File: config.mk
export PLATFORM = sky130hd
export DESIGN_NAME = regret_matching_strategy
export DESIGN_NICKNAME = d
export VERILOG_FILES = /design/src/sv/rms_pkg.sv /design/src/sv/rms_divider.sv /design/src/sv/regret_matching_strategy.sv
export SDC_FILE = /design/constraint.sdc
export NUM_CORES = 2
export LEC_CHECK = 0
export BUFFER_PORTS_ARGS = -buffer_cell sky130_fd_sc_hd__clkbuf_2
export CORE_AREA = 2 2 284 342
export DETAILED_ROUTE_END_ITERATION = 7
export DIE_AREA = 0 0 286 344
export SLEW_MARGIN = 20
export SYNTH_ARGS = -nofsm -noshare
export SYNTH_HDL_FRONTEND = slang
export SYNTH_SLANG_ARGS = --single-unit
File: constraint.sdc
create_clock -name clock -period 13.3 [get_ports clock]
set_clock_uncertainty 0.1 [all_clocks]
set_input_delay 1.33 -clock clock [delete_from_list [all_inputs] [get_ports clock]]
set_output_delay 1.33 -clock clock [all_outputs]
set_load 0.02 [all_outputs]
File: src/sv/rms_pkg.sv
`timescale 1ns / 1ps

package rms_pkg;

   localparam int PROB_FRAC = 16;
   localparam int PROB_W    = PROB_FRAC + 1;
   localparam int PROB_ONE  = 65536;
   localparam int STEP_W    = 5;
   localparam int MODE_W    = 2;
   localparam int ACTION_W  = 4;
   localparam int REGRET_W  = 32;
   localparam int DELTA_W   = 32;
   localparam int STRAT_W   = 48;
   localparam int PROD_W    = 2 * PROB_W;

   localparam logic [MODE_W-1:0] MODE_REGRET  = 2'd0;
   localparam logic [MODE_W-1:0] MODE_CURRENT = 2'd1;
   localparam logic [MODE_W-1:0] MODE_AVERAGE = 2'd2;

   typedef enum logic [2:0] {
      ST_IDLE,
      ST_REGRET,
      ST_SUM,
      ST_START,
      ST_DIV,
      ST_MUL,
      ST_ACC,
      ST_EMIT
   } rms_state_type;

endpackage

File: src/sv/rms_divider.sv
`timescale 1ns / 1ps

module rms_divider #(
   parameter int WIDTH = 49
) (
   input  logic                        clock,
   input  logic                        reset,
   input  logic                        start,
   input  logic [WIDTH-1:0]            dividend,
   input  logic [WIDTH-1:0]            divisor,
   output logic                        done,
   output logic [rms_pkg::PROB_W-1:0]  quotient
);

   logic                               busy_ff, busy_in;
   logic                               done_ff, done_in;
   logic [rms_pkg::STEP_W-1:0]         step_ff, step_in;
   logic [WIDTH:0]                     rem_ff, rem_in;
   logic [WIDTH-1:0]                   divisor_ff, divisor_in;
   logic [rms_pkg::PROB_W-1:0]         quo_ff, quo_in;
   logic [WIDTH:0]                     trial;
   logic [WIDTH:0]                     diff;
   logic                               fits;

   // dividend never exceeds divisor, so the quotient has PROB_W bits
   always_comb begin
      trial = (step_ff == '0) ? rem_ff : {rem_ff[WIDTH-1:0], 1'b0};
      diff  = trial - {1'b0, divisor_ff};
      fits  = trial >= {1'b0, divisor_ff};

      busy_in    = busy_ff;
      done_in    = 1'b0;
      step_in    = step_ff;
      rem_in     = rem_ff;
      divisor_in = divisor_ff;
      quo_in     = quo_ff;

      if (start) begin
         busy_in    = 1'b1;
         step_in    = '0;
         rem_in     = {1'b0, dividend};
         divisor_in = divisor;
         quo_in     = '0;
      end else if (busy_ff) begin
         rem_in  = fits ? diff : trial;
         quo_in  = {quo_ff[rms_pkg::PROB_W-2:0], fits};
         step_in = step_ff + 1'b1;
         if (step_ff == rms_pkg::STEP_W'(rms_pkg::PROB_FRAC)) begin
            busy_in = 1'b0;
            done_in = 1'b1;
         end
      end
   end

   always_ff @(posedge clock) begin
      if (reset) begin
         busy_ff <= 1'b0;
         done_ff <= 1'b0;
         step_ff <= '0;
      end else begin
         busy_ff <= busy_in;
         done_ff <= done_in;
         step_ff <= step_in;
      end
      rem_ff     <= rem_in;
      divisor_ff <= divisor_in;
      quo_ff     <= quo_in;
   end

   assign done     = done_ff;
   assign quotient = quo_ff;

endmodule

File: src/sv/regret_matching_strategy.sv
`timescale 1ns / 1ps

// Regret-matching node for counterfactual regret minimisation. One transaction is handled at a
// time and req_stall stays high until it is finished. Mode 0 adds a saturating delta to one
// action's regret, keeps the block busy in ST_REGRET and returns nothing. Mode 1 returns the
// current strategy and adds reach times probability into the strategy totals; it first forms
// the total over all actions, then per action runs a start state, the shared 17-step serial
// divider, a multiply, an accumulate and an emit. Mode 2 returns the average strategy the same
// way with no multiply or accumulate. A zero total skips the divider and gives every action the
// uniform probability. A stalled result holds the block in its emit state. Results come in
// action order, with rsp_last on the final action. Regret and strategy totals clear at reset.
module regret_matching_strategy #(
   parameter int ACTION_COUNT = 2
) (
   input  logic                                clock,
   input  logic                                reset,
   input  logic                                req_valid,
   output logic                                req_stall,
   input  logic [rms_pkg::MODE_W-1:0]          req_mode,
   input  logic [rms_pkg::ACTION_W-1:0]        req_action_index,
   input  logic signed [rms_pkg::DELTA_W-1:0]  req_regret_delta,
   input  logic [rms_pkg::PROB_W-1:0]          req_reach_weight,
   output logic                                rsp_valid,
   input  logic                                rsp_stall,
   output logic [rms_pkg::ACTION_W-1:0]        rsp_out_action,
   output logic [rms_pkg::PROB_W-1:0]          rsp_probability,
   output logic                                rsp_last
);

   localparam int IDX_W   = $clog2(ACTION_COUNT);
   localparam int TOTAL_W = rms_pkg::STRAT_W + $clog2(ACTION_COUNT);
   localparam logic [rms_pkg::PROB_W-1:0] UNIFORM =
      rms_pkg::PROB_W'(rms_pkg::PROB_ONE / ACTION_COUNT);
   localparam logic [IDX_W-1:0] LAST_IDX = IDX_W'(ACTION_COUNT - 1);

   rms_pkg::rms_state_type                  state_ff, state_in;
   logic [IDX_W-1:0]                        idx_ff, idx_in;
   logic [rms_pkg::MODE_W-1:0]              mode_ff, mode_in;
   logic signed [rms_pkg::DELTA_W-1:0]      delta_ff, delta_in;
   logic [rms_pkg::PROB_W-1:0]              reach_ff, reach_in;
   logic [TOTAL_W-1:0]                      total_ff, total_in;
   logic [rms_pkg::PROB_W-1:0]              prob_ff, prob_in;
   logic [rms_pkg::PROD_W-1:0]              prod_ff, prod_in;
   logic                                    rsp_valid_ff, rsp_valid_in;
   logic [rms_pkg::ACTION_W-1:0]            rsp_action_ff, rsp_action_in;
   logic [rms_pkg::PROB_W-1:0]              rsp_prob_ff, rsp_prob_in;
   logic                                    rsp_last_ff, rsp_last_in;

   logic signed [rms_pkg::REGRET_W-1:0]     regret_ff [ACTION_COUNT];
   logic [rms_pkg::STRAT_W-1:0]             strat_ff [ACTION_COUNT];
   logic signed [rms_pkg::REGRET_W-1:0]     regret_in;
   logic [rms_pkg::STRAT_W-1:0]             strat_in;
   logic                                    regret_we;
   logic                                    strat_we;

   logic signed [rms_pkg::REGRET_W-1:0]     regret_rd;
   logic [rms_pkg::STRAT_W-1:0]             strat_rd;
   logic [TOTAL_W-1:0]                      operand;
   logic signed [rms_pkg::REGRET_W:0]       regret_add;
   logic [rms_pkg::STRAT_W:0]               strat_sum;
   logic                                    out_free;
   logic                                    div_start;
   logic                                    div_done;
   logic [rms_pkg::PROB_W-1:0]              div_quotient;

   rms_divider #(
      .WIDTH (TOTAL_W)
   ) u_divider (
      .clock    (clock),
      .reset    (reset),
      .start    (div_start),
      .dividend (operand),
      .divisor  (total_ff),
      .done     (div_done),
      .quotient (div_quotient)
   );

   always_comb begin
      regret_rd = regret_ff[idx_ff];
      strat_rd  = strat_ff[idx_ff];
      if (mode_ff == rms_pkg::MODE_CURRENT) begin
         operand = regret_rd[rms_pkg::REGRET_W-1] ? '0 :
                   TOTAL_W'(regret_rd[rms_pkg::REGRET_W-2:0]);
      end else begin
         operand = TOTAL_W'(strat_rd);
      end
      regret_add = {regret_rd[rms_pkg::REGRET_W-1], regret_rd} +
                   {delta_ff[rms_pkg::DELTA_W-1], delta_ff};
      strat_sum  = {1'b0, strat_rd} + (rms_pkg::STRAT_W + 1)'(prod_ff);
      out_free   = !rsp_valid_ff || !rsp_stall;
   end

   always_comb begin
      state_in      = state_ff;
      idx_in        = idx_ff;
      mode_in       = mode_ff;
      delta_in      = delta_ff;
      reach_in      = reach_ff;
      total_in      = total_ff;
      prob_in       = prob_ff;
      prod_in       = prod_ff;
      rsp_valid_in  = rsp_valid_ff && rsp_stall;
      rsp_action_in = rsp_action_ff;
      rsp_prob_in   = rsp_prob_ff;
      rsp_last_in   = rsp_last_ff;
      regret_in     = regret_add[rms_pkg::REGRET_W-1:0];
      strat_in      = strat_sum[rms_pkg::STRAT_W-1:0];
      regret_we     = 1'b0;
      strat_we      = 1'b0;
      div_start     = 1'b0;

      case (state_ff)
         rms_pkg::ST_IDLE: begin
            if (req_valid) begin
               mode_in  = req_mode;
               delta_in = req_regret_delta;
               reach_in = req_reach_weight;
               total_in = '0;
               idx_in   = '0;
               case (req_mode)
                  rms_pkg::MODE_REGRET: begin
                     if ({1'b0, req_action_index} <
                         (rms_pkg::ACTION_W + 1)'(ACTION_COUNT)) begin
                        idx_in   = req_action_index[IDX_W-1:0];
                        state_in = rms_pkg::ST_REGRET;
                     end
                  end
                  rms_pkg::MODE_CURRENT: state_in = rms_pkg::ST_SUM;
                  rms_pkg::MODE_AVERAGE: state_in = rms_pkg::ST_SUM;
                  default:               state_in = rms_pkg::ST_IDLE;
               endcase
            end
         end
         rms_pkg::ST_REGRET: begin
            regret_we = 1'b1;
            if (regret_add[rms_pkg::REGRET_W] != regret_add[rms_pkg::REGRET_W-1]) begin
               regret_in = regret_add[rms_pkg::REGRET_W] ?
                           {1'b1, {(rms_pkg::REGRET_W-1){1'b0}}} :
                           {1'b0, {(rms_pkg::REGRET_W-1){1'b1}}};
            end
            state_in = rms_pkg::ST_IDLE;
         end
         rms_pkg::ST_SUM: begin
            total_in = total_ff + operand;
            if (idx_ff == LAST_IDX) begin
               idx_in   = '0;
               state_in = rms_pkg::ST_START;
            end else begin
               idx_in = idx_ff + 1'b1;
            end
         end
         rms_pkg::ST_START: begin
            if (total_ff == '0) begin
               prob_in  = UNIFORM;
               state_in = (mode_ff == rms_pkg::MODE_CURRENT) ? rms_pkg::ST_MUL :
                                                               rms_pkg::ST_EMIT;
            end else begin
               div_start = 1'b1;
               state_in  = rms_pkg::ST_DIV;
            end
         end
         rms_pkg::ST_DIV: begin
            if (div_done) begin
               prob_in  = div_quotient;
               state_in = (mode_ff == rms_pkg::MODE_CURRENT) ? rms_pkg::ST_MUL :
                                                               rms_pkg::ST_EMIT;
            end
         end
         rms_pkg::ST_MUL: begin
            prod_in  = rms_pkg::PROD_W'(reach_ff) * rms_pkg::PROD_W'(prob_ff);
            state_in = rms_pkg::ST_ACC;
         end
         rms_pkg::ST_ACC: begin
            strat_we = 1'b1;
            if (strat_sum[rms_pkg::STRAT_W]) begin
               strat_in = '1;
            end
            state_in = rms_pkg::ST_EMIT;
         end
         rms_pkg::ST_EMIT: begin
            if (out_free) begin
               rsp_valid_in  = 1'b1;
               rsp_action_in = rms_pkg::ACTION_W'(idx_ff);
               rsp_prob_in   = prob_ff;
               rsp_last_in   = idx_ff == LAST_IDX;
               if (idx_ff == LAST_IDX) begin
                  state_in = rms_pkg::ST_IDLE;
               end else begin
                  idx_in   = idx_ff + 1'b1;
                  state_in = rms_pkg::ST_START;
               end
            end
         end
         default: state_in = rms_pkg::ST_IDLE;
      endcase
   end

   always_ff @(posedge clock) begin
      if (reset) begin
         state_ff     <= rms_pkg::ST_IDLE;
         rsp_valid_ff <= 1'b0;
         idx_ff       <= '0;
         mode_ff      <= rms_pkg::MODE_REGRET;
      end else begin
         state_ff     <= state_in;
         rsp_valid_ff <= rsp_valid_in;
         idx_ff       <= idx_in;
         mode_ff      <= mode_in;
      end
      delta_ff      <= delta_in;
      reach_ff      <= reach_in;
      total_ff      <= total_in;
      prob_ff       <= prob_in;
      prod_ff       <= prod_in;
      rsp_action_ff <= rsp_action_in;
      rsp_prob_ff   <= rsp_prob_in;
      rsp_last_ff   <= rsp_last_in;
   end

   // per-action totals
   always_ff @(posedge clock) begin
      if (reset) begin
         for (int k = 0; k < ACTION_COUNT; k++) begin
            regret_ff[k] <= '0;
            strat_ff[k]  <= '0;
         end
      end else begin
         if (regret_we) begin
            regret_ff[idx_ff] <= regret_in;
         end
         if (strat_we) begin
            strat_ff[idx_ff] <= strat_in;
         end
      end
   end

   assign req_stall       = state_ff != rms_pkg::ST_IDLE;
   assign rsp_valid       = rsp_valid_ff;
   assign rsp_out_action  = rsp_action_ff;
   assign rsp_probability = rsp_prob_ff;
   assign rsp_last        = rsp_last_ff;

endmodule

* Yosys cells after proc, flatten, opt, wreduce, memory -nomap -nowiden *
Memories as Yosys holds them, arrays and structs flattened. A register that Yosys moved wholly into a read port is not among the register bits.
Cells that the tools add are included.
W data, S select, Z words.

operators by class
  $add $sub $neg = 6
  multiply operators = 1
  order comparisons = 2
  equal/unequal tests = 18
  muxes and demuxes = 61
  bitwise gates (word level) = 1
  reductions and logical operators = 24

operator list
  cell                  number
  $mux W48              4
  $mux W49              3
  $mux W32              4
  $mux W50              2
  $pmux W49 S2          1
  $ge A50 B49 Y1        1
  $sub A50 B49 Y50      1
  $add A48 B34 Y49      1
  $add A49 B49 Y49      1
  $logic_not A49 Y1     1
  $reduce_or A48 Y1     1
  $mul A17 B17 Y34      1
  $mux W17              2
  $pmux W17 S2          1
  $add A32 B32 Y33      1
  $mux W1               32
  $reduce_or A32 Y1     1
  $mux W31              1
  $pmux W3 S8           1
  $mux W3               5
  $eq A3 B3 Y1 const B  4
  $ne A2 B2 Y1 const B  4
  $eq A3 B2 Y1 const B  2
  $mux W2               3
  other kinds (26)      35

word-level totals
  register bits after elaboration = 297
  RAM bits = 160
  input bits = 59
  output and inout bits = 24
  memories kept = 2

memory list
  memory     words  bits a word  rd ports  clocked after memory_dff  write ports  line                            text
  strat_ff   2      48           1         1                         2            regret_matching_strategy.sv:50  logic [rms_pkg::STRAT_W-1:0] strat_ff [ACTION_COUNT];
  regret_ff  2      32           1         1                         2            regret_matching_strategy.sv:49  logic signed [rms_pkg::REGRET_W-1:0] regret_ff [ACTION_COUNT];

* Longest topological paths before layout *
  depth after elaboration = 7
  gate-level depth with buffers = 26
  mapped depth without buffers = 24

* Hierarchy *
A second synthesis with hierarchy kept.

second synthesis, totals
  cell total of the unflattened synthesis = 3886
  area total of the unflattened synthesis = 37835.0 um2

modules (own cells, without submodules)
  module                    times used  cells an instance  area an instance (um2)
  regret_matching_strategy  1           2958               29174.2
  rms_divider               1           928                8660.8

* Worst setup path after synthesis *
No wires, ideal clock.

  kind = reg2reg
  start point = register prob_ff[9] (netlist name)
  end point = register prod_ff[33] (netlist name), data pin
  library setup time = 260 ps
  data arrival time = 6095 ps
  required time = 12940 ps
  setup slack = 6845 ps
  cell stages (with the launch flop) = 27
  path buffers = 3
  clock period less this slack = 6455 ps
  path through = edfxtp_1 clkbuf_1 clkbuf_1 nand2_1 fa_1 inv_1 fa_1 inv_1 fa_1 inv_1 fa_1 fa_1 inv_1 fa_1 inv_1 ha_1 clkbuf_1 nand2_1 nor2_1 and3_1 a21oi_1 a31oi_1 o41a_1 a21o_1 a221o_1 a21oi_1 xnor2_1

on the way
  cells in the longest elaborated chain, start to end = 1

RTL lines
  element                   line                             text
  start: declaration        regret_matching_strategy.sv:42   logic [rms_pkg::PROB_W-1:0] prob_ff, prob_in;
  start signal: assignment  regret_matching_strategy.sv:213  prob_ff <= prob_in;
  $mul A17 B17 Y34          regret_matching_strategy.sv:170  prod_in = rms_pkg::PROD_W'(reach_ff) * rms_pkg::PROD_W'(prob_ff);
  end signal: assignment    regret_matching_strategy.sv:214  prod_ff <= prod_in;
  end: declaration          regret_matching_strategy.sv:43   logic [rms_pkg::PROD_W-1:0] prod_ff, prod_in;

No other way between the ends.
A chain may end at the register's enable or synchronous reset.

* Worst setup path after layout *
  start point = register prob_ff[2] (netlist name)
  end point = register prod_ff[33] (netlist name), data pin

The elaborated chain is that of the path after synthesis.

==> reports/metrics.yaml <==
status: "finished, final reports clean"
min_period_ns: 7.01
postCtsResizedCells: 0
postCtsHoldBufs: 0
drt_pass1_iterations: 5
synth-seq-cells: 458
cts.htree.levels: 2
dp_hpwl_mm: 76.1
ios: 83
rows: 124
netlist_instances: 3844
synth_top_area_share_pct: 33.7
ant_nets: 0
clk_pin_slew_ns: 0.06
grt.total_usage_pct: 20.4
gr-total-overflow: 0
routabilityCongestion: 0.889
portBuffers: 79
dieWidth_um: 286
seq_area_frac_synth_pct: 35.5
drtIter0Drc: 1731
dp.cells: 5040
area_growth_pct: 8.51
grt_pass1_vias: 28400
cp_max_fo: 18
fmax_ghz: 0.143
postSynth.topFlopCell: "edfxtp_1"
ys_types: 99
hold_violations: 0
clk_latency_ns: 0.64
synth_edf_count: 425
rsz0062_at_grt: "no"
cts_tree: "yes"
yosysWarnings: 0
coreArea_mm2: 0.0950
finalMaxSlewViolations: 0
wl_per_cell_um: 19.5
hold_class: "reg2reg"
synthArstFlopShare_pct: 0
slew_headroom_pct: 31.5
fin_crit_sh_pct: 52.7
critical_path_class: "reg2reg"
cts_setup_buffers: 0
critPathCaptureType: "flop"
die_area_mm2: 0.0984
post-route-drc-count: 0
drive_gt1_share_pct: 9.71
synthTopCellsByArea: "edfxtp_1, fa_1, ha_1"
layout.cells.non_filler: 5135
start_util_pct: 39.8
syn_area_per_cell_um2: 9.84
worst_pin_slew_ns: 1.02
drv_cap: 0
nets: 4394
dieHeight_um: 344
clock_sinks: 458
fin_setup_tns_ns: 0
synth_area_mm2: 0.0378
vias: 27800
clockRootBuffer: "clkbuf_16"
vias_per_cell: 5.42
crit_arrival_ns: 7.29
grt_pass1_wl_mm: 158
grt_max_degree: 68
wirelength_mm: 100
start_kind: "flop"
setup_violations: 0
antenna_found_initial: 1
cts_buffers: 50
synth.largest_area_cell: "edfxtp_1"
cts.path.max_buffers: 3
crit_required_ns: 13.57
==> logic make-up after synthesis <==
group           Yosys count  synth area share [%]
compound gates          830                  14.2
mux                     177                  5.08
simple gates           1145                  14.3
fa+ha+maj               502                  21.1
other cells               1               0.00992
xor+xnor                168                  3.91
buf+inv                 563                  5.85
flops                   458                  35.5
==> synthesized netlist by cell type (all sizes together), types with 9 or more instances <==
cell type	n
clkbuf	130
and3	47
nand2b	32
mux2i	59
nor2b	26
a211o	10
nor2	362
a211oi	24
ha	274
o21bai	37
and2	150
nand2	316
or3	13
o21ai	182
dfxtp	33
o31a	11
nor3	50
nand4	42
o211ai	17
edfxtp	425
buf	47
o21a	53
a21o	108
inv	385
a21oi	261
a31oi	32
fa	228
xnor2	104
mux2	118
a21boi	10
nand3	51
xor2	64
o31ai	9
or2	11
nor4	21
==> cells in the final DEF (no fill, tap or decap), types with 47 or more instances in the layout <==
master	count
nand3_1	49
xor2_1	63
o21ai_0	174
nor3_1	49
xnor2_1	104
edfxtp_1	425
nor2_1	360
mux2i_1	58
a21oi_1	258
clkbuf_2	79
fa_1	228
nand2_1	314
a21o_1	108
clkbuf_16	50
o21a_1	53
and2_1	150
ha_1	274
and3_1	47
inv_1	384
mux2_2	118
==> per-layer routing <==
| metal | vias up | GRT usage (%) | share of wire (%) |
|---|---|---|---|
| li1 | 13400 | - | - |
| met1 | 13700 | 24.7 | 42 |
| met2 | 556 | 37.1 | 51 |
| met3 | 173 | 1.79 | 3.0 |
| met4 | 0 | 8.13 | 4.0 |
| met5 | - | 0 | 0 |
==> per-stage QoR <==
stage | hold slack [ns] | setup slack [ns] | instance area, um^2 | utilization [%]
6_report | 0.373 | 6.29 | 41000 | 43.2
5_1_grt | 0.402 | 5.97 | 41000 | 43.2
4_1_cts | 0.376 | 6.30 | 41000 | 43.2
3_5_place_dp | 0.365 | 6.32 | 39300 | 41.4
3_3_place_gp | 0.360 | 6.37 | 39300 | 41.4
2_1_floorplan | 0.324 | 6.84 | 37800 | -
==> sequential cells by signal, summed over array words and instances (netlist names), 2 cells and up, named ones only <==
signal                flops
strat_ff                 96
delta_ff                 32
regret_ff                64
prob_ff                  17
rsp_probability          17
u_divider.step_ff         5
u_divider.quotient       17
state_ff                  3
u_divider.rem_ff         50
mode_ff                   2
u_divider.divisor_ff     49
reach_ff                 17
prod_ff                  34
total_ff                 49
==> worst max-delay path: stages (launching register included) <==
cell	delay (ns)
edfxtp_1	0.83
nand2_1	0.17
fa_1	0.54
fa_1	0.57
fa_1	0.45
fa_1	0.55
inv_1	0.05
fa_1	0.47
inv_1	0.05
fa_1	0.48
inv_1	0.05
ha_1	0.33
a21oi_1	0.16
o21ai_0	0.15
and3_1	0.23
a21oi_1	0.23
a31oi_1	0.20
o41a_1	0.37
a21o_1	0.22
a221o_1	0.33
a21oi_1	0.17
xnor2_1	0.08
==> area by class of cell <==
type / count / area, um^2
fill: 9239 / 53900
multi-input combinational: 2825 / 22300
sequential: 458 / 13400
tap: 1260 / 1580
inverter: 386 / 1450
clock buffer: 63 / 1340
timing repair buffer: 112 / 663
clock inverter: 30 / 317
antenna: 1 / 2.50
==> worst paths after layout <==
kind | startpoint | end | slack (ns) | depth (start not counted)
setup reg to reg | prob_ff[2]$_SDFFCE_PP0P_ | prod_ff[33]$_DFFE_PP_ | 6.29 | 21
hold reg to reg | mode_ff[0]$_SDFFE_PP0P_ | mode_ff[0]$_SDFFE_PP0P_ | 0.37 | 2
hold / removal | mode_ff[0]$_SDFFE_PP0P_ | mode_ff[0]$_SDFFE_PP0P_ | 0.37 | 2
setup / recovery | prob_ff[2]$_SDFFCE_PP0P_ | prod_ff[33]$_DFFE_PP_ | 6.29 | 21
Power is not shown: default switching activity piles up to over one toggle a cycle in this logic, so the estimate is an artifact.
